### config.mk
export PLATFORM = sky130hd
export DESIGN_NAME = scanning_line_tracker_unit_flat
export DESIGN_NICKNAME = d
export VERILOG_FILES = /design/src/sv/slt_pkg.sv /design/src/sv/slt_in_if.sv /design/src/sv/slt_out_if.sv /design/src/sv/slt_sweep.sv /design/src/sv/slt_drive.sv /design/src/sv/scanning_line_tracker_unit.sv /design/src/flat_wrapper.sv
export SDC_FILE = /design/constraint.sdc
export NUM_CORES = 1
export LEC_CHECK = 0
export ABC_AREA = 1
export CELL_PAD_IN_SITES_DETAIL_PLACEMENT = 1
export CELL_PAD_IN_SITES_GLOBAL_PLACEMENT = 1
export CORE_UTILIZATION = 46
export DETAILED_ROUTE_END_ITERATION = 8
export DONT_BUFFER_PORTS = 1
export PLACE_DENSITY = 0.88
export SLEW_MARGIN = 20
export SYNTH_ARGS = -nofsm -noshare
export SYNTH_HDL_FRONTEND = slang
export SYNTH_SLANG_ARGS = --single-unit
### constraint.sdc
create_clock -name clk -period 6.2 [get_ports clk]
set_input_delay 1.24 -clock clk [delete_from_list [all_inputs] [get_ports clk]]
set_output_delay 1.24 -clock clk [all_outputs]
set_load 0.02 [all_outputs]
### src/sv/slt_pkg.sv
// ----------------------------------------------------------------------------
// slt_pkg: scanning line tracker shared definitions
// Field widths, register codes, reset values, the stage one record and the
// drive saturation function.
// ----------------------------------------------------------------------------
package slt_pkg;

	localparam int POSITION_BITS = 12;
	localparam int SAMPLE_BITS   = 12;
	localparam int DRIVE_BITS    = 24;
	localparam int GAIN_BITS     = 16;
	localparam int FWD_BITS      = DRIVE_BITS - 1;

	localparam int CFG_INDEX_BITS = 3;
	localparam int CFG_WIDE_A     = (FWD_BITS > GAIN_BITS) ? FWD_BITS : GAIN_BITS;
	localparam int CFG_WIDE_B     = (POSITION_BITS > SAMPLE_BITS) ? POSITION_BITS : SAMPLE_BITS;
	localparam int CFG_DATA_BITS  = (CFG_WIDE_A > CFG_WIDE_B) ? CFG_WIDE_A : CFG_WIDE_B;

	// signed error times unsigned gain, then the forward term on top
	localparam int ERR_BITS   = POSITION_BITS + 1;
	localparam int STEER_BITS = GAIN_BITS + POSITION_BITS + 2;
	localparam int SUM_BITS   = ((STEER_BITS > DRIVE_BITS) ? STEER_BITS : DRIVE_BITS) + 1;

	typedef enum logic [CFG_INDEX_BITS-1:0] {
		REG_DARK_LEVEL     = 3'd0,
		REG_SWEEP_MIN      = 3'd1,
		REG_SWEEP_MAX      = 3'd2,
		REG_CENTER_TARGET  = 3'd3,
		REG_FORWARD_SPEED  = 3'd4,
		REG_STEER_GAIN     = 3'd5
	} cfg_reg_t;

	localparam logic [SAMPLE_BITS-1:0]   RST_DARK_LEVEL     = SAMPLE_BITS'(400);
	localparam logic [POSITION_BITS-1:0] RST_SWEEP_MIN      = POSITION_BITS'(200);
	localparam logic [POSITION_BITS-1:0] RST_SWEEP_MAX      = POSITION_BITS'(400);
	localparam logic [POSITION_BITS-1:0] RST_CENTER_TARGET  = POSITION_BITS'(300);
	localparam logic [FWD_BITS-1:0]      RST_FORWARD_SPEED  = FWD_BITS'(8389);
	localparam logic [GAIN_BITS-1:0]     RST_STEER_GAIN     = GAIN_BITS'(17);

	typedef struct packed {
		logic [SAMPLE_BITS-1:0]   dark_level;
		logic [POSITION_BITS-1:0] sweep_min;
		logic [POSITION_BITS-1:0] sweep_max;
		logic [POSITION_BITS-1:0] center_target;
		logic [FWD_BITS-1:0]      forward_speed;
		logic [GAIN_BITS-1:0]     steer_gain;
	} cfg_t;

	typedef struct packed {
		logic [POSITION_BITS-1:0] position;
		logic                     seen;
		logic                     updated;
		logic [POSITION_BITS-1:0] entry_edge;
		logic [POSITION_BITS-1:0] exit_edge;
	} stage1_t;

	function automatic logic signed [DRIVE_BITS-1:0] saturate_drive(
		input logic signed [SUM_BITS-1:0] v
	);
		logic signed [SUM_BITS-1:0] hi;
		logic signed [SUM_BITS-1:0] lo;
		hi = SUM_BITS'($signed({1'b0, {(DRIVE_BITS-1){1'b1}}}));
		lo = SUM_BITS'($signed({1'b1, {(DRIVE_BITS-1){1'b0}}}));
		if (v > hi) begin
			return hi[DRIVE_BITS-1:0];
		end else if (v < lo) begin
			return lo[DRIVE_BITS-1:0];
		end
		return v[DRIVE_BITS-1:0];
	endfunction

endpackage

### src/sv/slt_in_if.sv
// ----------------------------------------------------------------------------
// slt_in_if: light sample channel
// Valid/ready channel carrying one light sensor conversion per transaction.
// ----------------------------------------------------------------------------
interface slt_in_if;
	logic                              valid;
	logic                              ready;
	logic [slt_pkg::SAMPLE_BITS-1:0]   light_sample;

	modport source (output valid, output light_sample, input ready);
	modport sink   (input valid, input light_sample, output ready);
endinterface

### src/sv/slt_out_if.sv
// ----------------------------------------------------------------------------
// slt_out_if: tracker result channel
// Valid/ready channel carrying servo position, line flag and motor drives.
// ----------------------------------------------------------------------------
interface slt_out_if;
	logic                                   valid;
	logic                                   ready;
	logic [slt_pkg::POSITION_BITS-1:0]      servo_position;
	logic                                   line_seen;
	logic signed [slt_pkg::DRIVE_BITS-1:0]  left_drive;
	logic signed [slt_pkg::DRIVE_BITS-1:0]  right_drive;
	logic                                   drive_updated;

	modport source (
		output valid, output servo_position, output line_seen,
		output left_drive, output right_drive, output drive_updated,
		input ready
	);
	modport sink (
		input valid, input servo_position, input line_seen,
		input left_drive, input right_drive, input drive_updated,
		output ready
	);
endinterface

### src/sv/slt_sweep.sv
// ----------------------------------------------------------------------------
// slt_sweep: sweep stepper and edge detector
// Steps the servo position inside the window, detects line entry and exit
// and registers the outcome of each sample into the first pipeline stage.
// ----------------------------------------------------------------------------
module slt_sweep (
	input  logic              clk,
	input  logic              arst_n,
	input  slt_pkg::cfg_t     cfg,
	slt_in_if.sink            in_ch,
	output slt_pkg::stage1_t  stage_s1,
	output logic              valid_s1,
	input  logic              s1_ready
);

	localparam int P = slt_pkg::POSITION_BITS;

	logic [P-1:0] pos_q;
	logic [P-1:0] entry_q;
	logic [P-1:0] exit_q;
	logic         down_q;
	logic         was_seen_q;

	logic         accept;
	logic         dir_turn;
	logic         dir_step;
	logic [P+1:0] ext_pos;
	logic [P+1:0] stepped;
	logic [P+1:0] clamp_hi;
	logic [P+1:0] clamp_lo;
	logic [P-1:0] new_pos;
	logic         seen;
	logic         rise;
	logic         fall;
	logic [P-1:0] new_entry;
	logic [P-1:0] new_exit;
	logic         new_down;

	assign in_ch.ready = !valid_s1 || s1_ready;
	assign accept      = in_ch.valid && in_ch.ready;

	always_comb begin
		dir_turn = (pos_q <= cfg.sweep_min) ? 1'b0 : down_q;
		dir_step = (pos_q >= cfg.sweep_max) ? 1'b1 : dir_turn;
		ext_pos  = {2'b00, pos_q};
		// a step below zero wraps to all ones, which reads as -1 signed
		stepped  = dir_step ? (ext_pos - (P+2)'(1)) : (ext_pos + (P+2)'(1));
		clamp_hi = ($signed(stepped) > $signed({2'b00, cfg.sweep_max}))
			? {2'b00, cfg.sweep_max} : stepped;
		clamp_lo = ($signed(clamp_hi) < $signed({2'b00, cfg.sweep_min}))
			? {2'b00, cfg.sweep_min} : clamp_hi;
		new_pos  = clamp_lo[P-1:0];

		seen      = in_ch.light_sample < cfg.dark_level;
		rise      = seen && !was_seen_q;
		fall      = !seen && was_seen_q;
		new_entry = rise ? new_pos : entry_q;
		new_exit  = fall ? new_pos : exit_q;
		// losing the line turns the sweep around
		new_down  = fall ? !dir_step : dir_step;
	end

	always_ff @(posedge clk or negedge arst_n) begin
		if (!arst_n) begin
			pos_q      <= slt_pkg::RST_SWEEP_MIN;
			entry_q    <= slt_pkg::RST_SWEEP_MIN;
			exit_q     <= slt_pkg::RST_SWEEP_MAX;
			down_q     <= 1'b0;
			was_seen_q <= 1'b0;
			valid_s1   <= 1'b0;
		end else begin
			if (accept) begin
				pos_q      <= new_pos;
				entry_q    <= new_entry;
				exit_q     <= new_exit;
				down_q     <= new_down;
				was_seen_q <= seen;
				valid_s1   <= 1'b1;
			end else if (s1_ready) begin
				valid_s1 <= 1'b0;
			end
		end
	end

	always_ff @(posedge clk) begin
		if (accept) begin
			stage_s1.position   <= new_pos;
			stage_s1.seen       <= seen;
			stage_s1.updated    <= rise || fall;
			stage_s1.entry_edge <= new_entry;
			stage_s1.exit_edge  <= new_exit;
		end
	end

`ifndef SYNTHESIS
	a_in_window: assert property (@(posedge clk) disable iff (!arst_n)
		valid_s1 && (cfg.sweep_min <= cfg.sweep_max) |->
		(stage_s1.position >= cfg.sweep_min) && (stage_s1.position <= cfg.sweep_max))
		else $error("sweep position left the window");

	a_edge_recorded: assert property (@(posedge clk) disable iff (!arst_n)
		valid_s1 && stage_s1.updated |->
		(stage_s1.entry_edge == stage_s1.position) || (stage_s1.exit_edge == stage_s1.position))
		else $error("drive update without an edge at the current position");

	a_seen_tracks: assert property (@(posedge clk) disable iff (!arst_n)
		accept |=> valid_s1 && (stage_s1.seen == was_seen_q) && (stage_s1.position == pos_q))
		else $error("stage one disagrees with sweep state");

	a_stall_hold: assert property (@(posedge clk) disable iff (!arst_n)
		valid_s1 && !s1_ready |=> valid_s1 && $stable(stage_s1))
		else $error("stage one changed while stalled");
`endif

endmodule

### src/sv/slt_drive.sv
// ----------------------------------------------------------------------------
// slt_drive: motor drive pipeline
// Edge centre and error, steering product, then forward mix with saturation
// into the output register, which also holds the drives between updates.
// ----------------------------------------------------------------------------
module slt_drive (
	input  logic              clk,
	input  logic              arst_n,
	input  slt_pkg::cfg_t     cfg,
	input  slt_pkg::stage1_t  stage_s1,
	input  logic              valid_s1,
	output logic              s1_ready,
	slt_out_if.source         out_ch
);

	localparam int P  = slt_pkg::POSITION_BITS;
	localparam int EW = slt_pkg::ERR_BITS;
	localparam int SW = slt_pkg::STEER_BITS;
	localparam int UW = slt_pkg::SUM_BITS;
	localparam int DW = slt_pkg::DRIVE_BITS;
	localparam int FW = slt_pkg::FWD_BITS;

	logic                 valid_s2;
	logic                 valid_s3;
	logic                 valid_s4;
	logic                 en_s2;
	logic                 en_s3;
	logic                 en_s4;

	logic signed [EW-1:0] err_s2;
	logic [P-1:0]         pos_s2;
	logic                 seen_s2;
	logic                 upd_s2;

	logic signed [SW-1:0] steer_s3;
	logic [P-1:0]         pos_s3;
	logic                 seen_s3;
	logic                 upd_s3;

	logic [P-1:0]         pos_s4;
	logic                 seen_s4;
	logic                 upd_s4;
	logic signed [DW-1:0] left_q;
	logic signed [DW-1:0] right_q;

	logic [P:0]           edge_sum;
	logic signed [EW-1:0] err_next;
	logic signed [SW-1:0] steer_next;
	logic signed [UW-1:0] fwd_ext;
	logic signed [UW-1:0] steer_ext;
	logic signed [UW-1:0] left_sum;
	logic signed [UW-1:0] right_sum;

	assign en_s4    = !valid_s4 || out_ch.ready;
	assign en_s3    = !valid_s3 || en_s4;
	assign en_s2    = !valid_s2 || en_s3;
	assign s1_ready = en_s2;

	always_comb begin
		edge_sum   = {1'b0, stage_s1.entry_edge} + {1'b0, stage_s1.exit_edge};
		err_next   = $signed({1'b0, cfg.center_target}) - $signed({1'b0, edge_sum[P:1]});
		steer_next = SW'($signed({1'b0, cfg.steer_gain})) * SW'(err_s2);
		fwd_ext    = $signed({{(UW-FW){1'b0}}, cfg.forward_speed});
		steer_ext  = $signed({{(UW-SW){steer_s3[SW-1]}}, steer_s3});
		left_sum   = fwd_ext - steer_ext;
		right_sum  = -(fwd_ext + steer_ext);
	end

	always_ff @(posedge clk or negedge arst_n) begin
		if (!arst_n) begin
			valid_s2 <= 1'b0;
			valid_s3 <= 1'b0;
			valid_s4 <= 1'b0;
			left_q   <= '0;
			right_q  <= '0;
		end else begin
			if (en_s2) begin
				valid_s2 <= valid_s1;
			end
			if (en_s3) begin
				valid_s3 <= valid_s2;
			end
			if (en_s4) begin
				valid_s4 <= valid_s3;
				// hold the drives unless an edge recomputed them
				if (valid_s3 && upd_s3) begin
					left_q  <= slt_pkg::saturate_drive(left_sum);
					right_q <= slt_pkg::saturate_drive(right_sum);
				end
			end
		end
	end

	always_ff @(posedge clk) begin
		if (en_s2 && valid_s1) begin
			err_s2  <= err_next;
			pos_s2  <= stage_s1.position;
			seen_s2 <= stage_s1.seen;
			upd_s2  <= stage_s1.updated;
		end
		if (en_s3 && valid_s2) begin
			steer_s3 <= steer_next;
			pos_s3   <= pos_s2;
			seen_s3  <= seen_s2;
			upd_s3   <= upd_s2;
		end
		if (en_s4 && valid_s3) begin
			pos_s4  <= pos_s3;
			seen_s4 <= seen_s3;
			upd_s4  <= upd_s3;
		end
	end

	assign out_ch.valid          = valid_s4;
	assign out_ch.servo_position = pos_s4;
	assign out_ch.line_seen      = seen_s4;
	assign out_ch.left_drive     = left_q;
	assign out_ch.right_drive    = right_q;
	assign out_ch.drive_updated  = upd_s4;

endmodule

### src/sv/scanning_line_tracker_unit.sv
// ----------------------------------------------------------------------------
// scanning_line_tracker_unit: servo sweep line tracker
// Sweeps a light sensor across the line, records entry and exit edges and
// steers the two motor drives from the centre of the edges.
//
//   channel   dir  handshake        payload
//   in_ch     in   valid/ready      light_sample
//   out_ch    out  valid/ready      servo_position, line_seen, left_drive,
//                                   right_drive, drive_updated
//   cfg       in   cfg_we           cfg_index, cfg_data
//
// One sample per cycle sustained while the output accepts; each result passes
// through four register stages (sweep, error, multiply, output register)
// after the edge that accepts its sample.
// Sweep state updates as each sample is accepted, so samples follow back to back.
// A stalled output holds every stage; the input stalls once all four are full.
// Reset loads the register defaults and parks the sweep at the low limit.
// ----------------------------------------------------------------------------
module scanning_line_tracker_unit (
	input  logic                                 clk,
	input  logic                                 arst_n,
	input  logic                                 cfg_we,
	input  logic [slt_pkg::CFG_INDEX_BITS-1:0]   cfg_index,
	input  logic [slt_pkg::CFG_DATA_BITS-1:0]    cfg_data,
	slt_in_if.sink                               in_ch,
	slt_out_if.source                            out_ch
);

	slt_pkg::cfg_t    cfg_q;
	slt_pkg::stage1_t stage_s1;
	logic             valid_s1;
	logic             s1_ready;

	always_ff @(posedge clk or negedge arst_n) begin
		if (!arst_n) begin
			cfg_q.dark_level     <= slt_pkg::RST_DARK_LEVEL;
			cfg_q.sweep_min      <= slt_pkg::RST_SWEEP_MIN;
			cfg_q.sweep_max      <= slt_pkg::RST_SWEEP_MAX;
			cfg_q.center_target  <= slt_pkg::RST_CENTER_TARGET;
			cfg_q.forward_speed  <= slt_pkg::RST_FORWARD_SPEED;
			cfg_q.steer_gain     <= slt_pkg::RST_STEER_GAIN;
		end else if (cfg_we) begin
			case (slt_pkg::cfg_reg_t'(cfg_index))
				slt_pkg::REG_DARK_LEVEL: begin
					cfg_q.dark_level <= cfg_data[slt_pkg::SAMPLE_BITS-1:0];
				end
				slt_pkg::REG_SWEEP_MIN: begin
					cfg_q.sweep_min <= cfg_data[slt_pkg::POSITION_BITS-1:0];
				end
				slt_pkg::REG_SWEEP_MAX: begin
					cfg_q.sweep_max <= cfg_data[slt_pkg::POSITION_BITS-1:0];
				end
				slt_pkg::REG_CENTER_TARGET: begin
					cfg_q.center_target <= cfg_data[slt_pkg::POSITION_BITS-1:0];
				end
				slt_pkg::REG_FORWARD_SPEED: begin
					cfg_q.forward_speed <= cfg_data[slt_pkg::FWD_BITS-1:0];
				end
				slt_pkg::REG_STEER_GAIN: begin
					cfg_q.steer_gain <= cfg_data[slt_pkg::GAIN_BITS-1:0];
				end
				default: begin
					// drop writes to unknown registers
				end
			endcase
		end
	end

	slt_sweep u_sweep (
		.clk      (clk),
		.arst_n   (arst_n),
		.cfg      (cfg_q),
		.in_ch    (in_ch),
		.stage_s1 (stage_s1),
		.valid_s1 (valid_s1),
		.s1_ready (s1_ready)
	);

	slt_drive u_drive (
		.clk      (clk),
		.arst_n   (arst_n),
		.cfg      (cfg_q),
		.stage_s1 (stage_s1),
		.valid_s1 (valid_s1),
		.s1_ready (s1_ready),
		.out_ch   (out_ch)
	);

endmodule

### src/flat_wrapper.sv
// flat-port wrapper written by rule: the top's interface ports become plain ports
module scanning_line_tracker_unit_flat 
  (clk, arst_n, cfg_we, cfg_index, cfg_data, in_ch_valid, in_ch_light_sample, in_ch_ready, out_ch_valid, out_ch_servo_position, out_ch_line_seen, out_ch_left_drive, out_ch_right_drive, out_ch_drive_updated, out_ch_ready);
  slt_in_if in_ch_i ();
  slt_out_if out_ch_i ();
  input  logic clk;
  input  logic arst_n;
  input  logic cfg_we;
  input  logic [slt_pkg::CFG_INDEX_BITS-1:0] cfg_index;
  input  logic [slt_pkg::CFG_DATA_BITS-1:0] cfg_data;
  input wire logic [$bits(in_ch_i.valid)-1:0] in_ch_valid;
  input wire logic [$bits(in_ch_i.light_sample)-1:0] in_ch_light_sample;
  output wire logic [$bits(in_ch_i.ready)-1:0] in_ch_ready;
  output wire logic [$bits(out_ch_i.valid)-1:0] out_ch_valid;
  output wire logic [$bits(out_ch_i.servo_position)-1:0] out_ch_servo_position;
  output wire logic [$bits(out_ch_i.line_seen)-1:0] out_ch_line_seen;
  output wire logic [$bits(out_ch_i.left_drive)-1:0] out_ch_left_drive;
  output wire logic [$bits(out_ch_i.right_drive)-1:0] out_ch_right_drive;
  output wire logic [$bits(out_ch_i.drive_updated)-1:0] out_ch_drive_updated;
  input wire logic [$bits(out_ch_i.ready)-1:0] out_ch_ready;
  assign in_ch_i.valid = in_ch_valid;
  assign in_ch_i.light_sample = in_ch_light_sample;
  assign in_ch_ready = in_ch_i.ready;
  assign out_ch_valid = out_ch_i.valid;
  assign out_ch_servo_position = out_ch_i.servo_position;
  assign out_ch_line_seen = out_ch_i.line_seen;
  assign out_ch_left_drive = out_ch_i.left_drive;
  assign out_ch_right_drive = out_ch_i.right_drive;
  assign out_ch_drive_updated = out_ch_i.drive_updated;
  assign out_ch_i.ready = out_ch_ready;
  scanning_line_tracker_unit u_core (.clk(clk), .arst_n(arst_n), .cfg_we(cfg_we), .cfg_index(cfg_index), .cfg_data(cfg_data), .in_ch(in_ch_i), .out_ch(out_ch_i));
endmodule
# == After elaboration in Yosys (flattened, before gate mapping) ==
# Index checks and enable logic that the tools add are counted.
# W data, S select, Z words.
# word_totals
memories,0
output_inout_bits,64
latchBits,0
in_bits,43
mem_bits_rw,0
register_bits,300
mem_bits_ro,0
wordCells,107
# classes
eq_ne,5
bitwise_logic,0
n_lt_le_gt_ge,9
reduce_logical,28
n_mux,24
shifts,0
n_div,0
addsub,7
n_mul,1
# ops
operator,n
$mux W24,6
$gt A31 B24 Y1 const B,2
$lt A31 B24 Y1 const B,2
$mux W12,3
$add A24 B30 Y31,1
$neg A31 Y31,1
$sub A24 B30 Y31,1
$mul A17 B13 Y30,1
$mux W14,2
$gt A14 B13 Y1,1
$lt A14 B13 Y1,1
$reduce_and A2 Y1,7
$add A12 B1 Y13 const B,1
$add A12 B12 Y13,1
$mux W1,13
$sub A12 B1 Y13 const B,1
$sub A12 B12 Y13,1
$ge A12 B12 Y1,1
$le A12 B12 Y1,1
$lt A12 B12 Y1,1
$logic_and A1 B1 Y1,7
$logic_not A1 Y1,7
$eq A3 B2 Y1 const B,2
$eq A3 B3 Y1 const B,2
4 further kinds,8

# == Depth between registers and ports, before layout ==
# depth
word_depth,9
ltp_mapped,43
depth_no_buf,41

# == Modules after synthesis ==
# Synthesis repeated with hierarchy kept, for this count alone.
# unflattened
cells_unflattened,3340
hier_area_um2,26387.8
# modules_own_cells
module,seq_area_each_um2,area_each_um2,cells_per_inst,instances
slt_drive,3828.7,17566.8,2291,1
slt_sweep,2128.3,5352.6,659,1
scanning_line_tracker_unit,2202.1,3468.3,390,1

# == Worst setup path after synthesis ==
# Ideal clock, no wire load.
# synth_path
kind,register to register
from,register u_core.u_drive.err_s2[3]
to,"register u_core.u_drive.steer_s3[27], data pin"
path_stages_with_launch,25
required_ns,5.935
slack_ns,0.283
arrival_ns,5.652
period_less_slack_ns,5.917
path_buffers,2
setup_ns,0.265
path_cell_list,edfxtp_1 clkbuf_1 clkbuf_1 nand2_1 fa_1 inv_1 fa_1 fa_1 inv_1 fa_1 fa_1 inv_1 ha_1 ha_1 a21oi_1 nand2_1 a21oi_1 o21ai_0 a21boi_0 inv_1 a21oi_1 nor3_1 nor2_1 o21ai_0 xor2_1
# synth_between
elab_chain_len,1
# synth_rtl
element,line_no,source
"start, declared",slt_drive.sv:30,logic signed [EW-1:0] err_s2;
"start signal, assigned",slt_drive.sv:96,err_s2 <= err_next;
$mul A17 B13 Y30,slt_drive.sv:62,"steer_next = SW'($signed({1'b0, cfg.steer_gain})) * SW'(err_s2);"
net u_core.u_drive.steer_next[27],slt_drive.sv:48,logic signed [SW-1:0] steer_next;
"end signal, assigned",slt_drive.sv:102,steer_s3 <= steer_next;
"end, declared",slt_drive.sv:35,logic signed [SW-1:0] steer_s3;
# The timed path passes the listed nets, and every way through them passes these cells.
# A chain may end at the register's enable or synchronous reset.

# == Worst setup path in the final report ==
# layout_path
from,register u_core.u_sweep.pos_q[3]
to,register u_core.u_sweep.stage_s1[10] (netlist name)
# layout_between
elab_chain_len,9
word_cells_on_any_way,12
classes_between,add/sub: 2; order compare: 4; mux: 6
# layout_rtl
element,line_no,source
"start, declared",slt_sweep.sv:18,logic [P-1:0] pos_q;
"start signal, assigned",slt_sweep.sv:65,pos_q <= slt_pkg::RST_SWEEP_MIN;
"start signal, assigned",slt_sweep.sv:73,pos_q <= new_pos;
$le A12 B12 Y1,slt_sweep.sv:43,dir_turn = (pos_q <= cfg.sweep_min) ? 1'b0 : down_q;
$mux W1,slt_sweep.sv:43,
$mux W1,slt_sweep.sv:44,dir_step = (pos_q >= cfg.sweep_max) ? 1'b1 : dir_turn;
$mux W14 *,slt_sweep.sv:47,stepped = dir_step ? (ext_pos - (P+2)'(1)) : (ext_pos + (P+2)'(1));
$gt A14 B13 Y1,slt_sweep.sv:48,"clamp_hi = ($signed(stepped) > $signed({2'b00, cfg.sweep_max}))"
$mux W14 *,slt_sweep.sv:49,"? {2'b00, cfg.sweep_max} : stepped;"
$lt A14 B13 Y1,slt_sweep.sv:50,"clamp_lo = ($signed(clamp_hi) < $signed({2'b00, cfg.sweep_min}))"
$mux W12 *,slt_sweep.sv:51,"? {2'b00, cfg.sweep_min} : clamp_hi;"
$mux W12 *,slt_sweep.sv:58,new_exit = fall ? new_pos : exit_q;
net u_core.u_sweep.new_exit[10],slt_sweep.sv:36,logic [P-1:0] new_exit;
# Mark *: on every way through the listed nets, which the timed path passes. The rest lies on a longest branch.

==> summary.md <==
| Metric | Value |
|---|---|
| Status | `finished, final reports clean` |
| CP Max Fanout | `12` |
| Synth cell count leaders | `604 x nand2_1, 540 x inv_1, 269 x ha_1, 159 x nor2_1, 158 x fa_1` |
| Max stage delay on crit path | `approximately 0.66 ns` |
| Avg Cell Area, Syn | `8.557 sq um` |
| RSZ-0062 raised after global routing | `true` |
| Crit end category | `register` |
| # hold bufs at CTS | `0` |
| Setup TNS | `0 ns` |
| Synth Cell Area | `~0.025 sq mm` |
| Worst-margin pin slew | `around 1.1 ns` |
| Fraction of layout cells with a size suffix above 1 | `11.04%` |
| Placed Instances | `between 3000 and 4000` |
| Die W | `~230 um` |
| Tcrit/Tclk final | `between 90% and 100%` |
| DRC Markers | `0` |
| First-pass DRT Iterations | `5` |
| Final hold violations | `0` |
| Top_reg_cell synth | `dfrtp_1` |
| Largest net degree at the start of global routing | `about 180` |
| First DRT Iteration DRCs | `~1400` |
| Max-cap check violation count | `0` |
| Crit path launch type | `register` |
| Routability cong. | `~0.95` |
| Post-synthesis adder-cell area fraction | `approximately a quarter` |
| CTS tree | `done` |
| Vias per cell | `5.623` |
| Die Area | `roughly 0.055 sq mm` |
| Total Wirelength | `a little over 80 mm` |
| Post-synthesis mux area share | `0%` |
| Most common cell in the netlist | `nand2_1` |
| Min Tclk post-route | `6.186 ns` |
| Post-synthesis cell type with the largest combined area | `dfrtp_1` |
| Io pins | `roughly 110` |
| Number of distinct library cells after synthesis | `57` |
| Post-Synth Simple-Gate Area | `about 19%` |
| HPWL after DPL | `61.11 mm` |
| Port-buffer cells | `0` |
| Core Region | `0.05297 sq mm` |
| Final Core Density | `between 50% and 60%` |
| Area share of the largest cell type after synthesis | `between 10 and 15%` |
| First-pass GRT wire length | `126.2 mm` |
| FMAX | `~160 MHz` |
| Rel. slew slack | `a little over a quarter` |
| Post-Syn Instances | `~2900` |
| Ys Warns | `0` |
| Seq cells post-synth | `300` |
| Root buf cell | `clkbuf_16` |
| Routed Antenna Nets | `0` |
| Total congestion overflow | `0` |
| R2r setup slk | `between 0.01 and 0.015 ns` |
| FFs w/ async S/R, synth | `around three fifths` |
| Vias in the first global route | `22703` |
| All-Layer GR Usage | `between 20% and 30%` |
| Register area share after synthesis | `between 30 and 40%` |
| Nets | `3394` |
| Std cell rows | `84` |
| Non-filler cells, final | `approximately 3600` |
| Clock-pin transition on the worst setup and hold timing paths | `approximately 0.070 ns` |
| Die H | `around 230 um` |
| H-tree depth | `2` |
| Most used cell, CP | `nand2_1` |
| CTS Buf Count | `38` |
| Post-synth EDFFs | `roughly 120` |
| Worst EP required | `6.54 ns` |
| Vias | `approximately 20000` |
| Final setup viols | `0` |
| Arrival time worst endpoint | `6.53 ns` |
| Synth Area in Compound Gates | `around 8.6%` |
| Initial antenna violation count | `3` |
| Routed len/inst | `between 20 and 25 um` |
| Largest family of logic cells by synthesized area | `adder cells` |
| CTS Sinks | `300` |
| Syn_nets | `between 3000 and 4000` |
| Fill cells | `just over 6000` |
| Clk_skew | `approximately 0.033 ns` |
| Max Transition Viols Final | `0` |
| Post-Layout Inst Area | `~0.027 sq mm` |
| Worst hold-check path type | `in2async` |
| Longest Clk Path Bufs | `3` |
| Top post-synthesis cells by area | `dfrtp_1 15%, edfxtp_1 15%, ha_1 14%` |
| CP Class | `reg2reg` |
| Post-Synth XOR/XNOR Area | `about 4%` |
| P&R area growth vs syn | `10.15%` |
| Slowest stage cell on the critical path | `dfstp_2` |
| Initial Util | `between 40% and 50%` |
| Clock latency on the worst-skew pair | `0.60 ns` |
| Placed Area | `roughly 0.026 sq mm` |
## state kept, by name, summed over array words and instances, names as in the netlist, 13 cells and up
name                               cells
u_core.cfg_q                          87
u_core.u_sweep.stage_s1               38
u_core.u_drive.steer_s3               30
u_core.u_drive.out_ch.left_drive      24
u_core.u_drive.out_ch.right_drive     24
u_core.u_drive.err_s2                 13
## routing by layer
| layer | share of wire, % | vias to the layer above | GRT usage, % | wire, um |
|---|---|---|---|---|
| li1 | - | 9191 | - | - |
| met4 | 5.0 | 0 | 13.13 | 4089 |
| met5 | 0 | - | 0 | 0 |
| met1 | 38 | 10304 | 33.81 | 30960 |
| met3 | 5.9 | 284 | 5.184 | 4843 |
| met2 | 52 | 700 | 54.79 | 42590 |
## stage by stage
step	hold WS, ns	worst slack (ns)
after floorplan	0.4003	0.2832
after global placement	0.4054	0.2350
after detailed placement	0.4065	-0.07691
after CTS	0.3120	0.02713
after global routing	0.3147	-0.2449
final	0.3352	0.01371
## worst max-delay path: cells and delay by family, from the launching register on
kind	cells	cell delay [ns]
simple gates	19	2.19
buf+inv	6	0.86
fa+ha+maj	3	0.90
xor+xnor	1	0.24
compound gates	7	1.07
flops	1	0.66
## kinds of logic (layout without fill, tap and decap cells)
| group | Yosys count | count (layout) |
|---|---|---|
| simple gates | 1052 | 1052 |
| flops | 300 | 300 |
| xor+xnor | 112 | 112 |
| compound gates | 378 | 378 |
| other cells | 0 | 1 |
| fa+ha+maj | 427 | 427 |
| buf+inv | 636 | 684 |
## final cells by class
| cell class | count | area [sq um] | share of cell area [%] |
|---|---|---|---|
| sequential | 300 | 8162 | 29.81 |
| clock inverter | 24 | 265.3 | 0.9688 |
| clock buffer | 45 | 1028 | 3.756 |
| timing repair buffer | 68 | 523.0 | 1.910 |
| inverter | 547 | 2061 | 7.526 |
| antenna | 1 | 2.502 | 0.009140 |
| multi-input combinational | 1969 | 14480 | 52.88 |
| tap | 688 | 860.8 | 3.144 |
## layout by cell type (no fill, tap or decap), drive strengths merged, types with 2 or more instances in the layout
cell type	count
a211oi	4
edfxtp	123
clkinvlp	4
o21bai	22
nor2	162
buf	68
o21a	3
a21o	9
a221o	2
a21boi	4
o21ai	163
nor3	18
o211ai	2
o31ai	2
o221ai	2
ha	269
nor3b	3
nand4	16
a221oi	2
fa	158
inv	545
clkinv	19
clkbuf	45
nor4	4
a31oi	15
nand2	626
nand3	134
a21oi	143
dfstp	29
dfrtp	148
or2	62
bufinv	3
xor2	83
xnor2	29
and2	25
## final timing paths
kind                                                  start                     endpoint  depth (start not counted)
worst max register to register      u_core.u_sweep.pos_q[3]  u_core.u_sweep.stage_s1[10]                         36
worst min-delay path                                 arst_n             u_core.cfg_q[28]                          0
worst min register to register  u_core.u_sweep.stage_s1[31]     u_core.u_drive.pos_s2[5]                          0
max in group asynchronous                            arst_n     u_core.u_sweep.exit_q[4]                          0
min in group clk                u_core.u_sweep.stage_s1[31]     u_core.u_drive.pos_s2[5]                          0
worst max-delay path                u_core.u_sweep.pos_q[3]  u_core.u_sweep.stage_s1[10]                         36
## what timing repair did
action | 4_1_cts | 5_1_grt
setup buffers | 8 | 8
pin swaps | 0 | 8
setup endpoints to repair | 7 | 79
resized for setup | 8 | 57
Power is left out: the tool's default activity adds up to more than one toggle a clock period on the data nets, which glitch-free logic cannot reach.
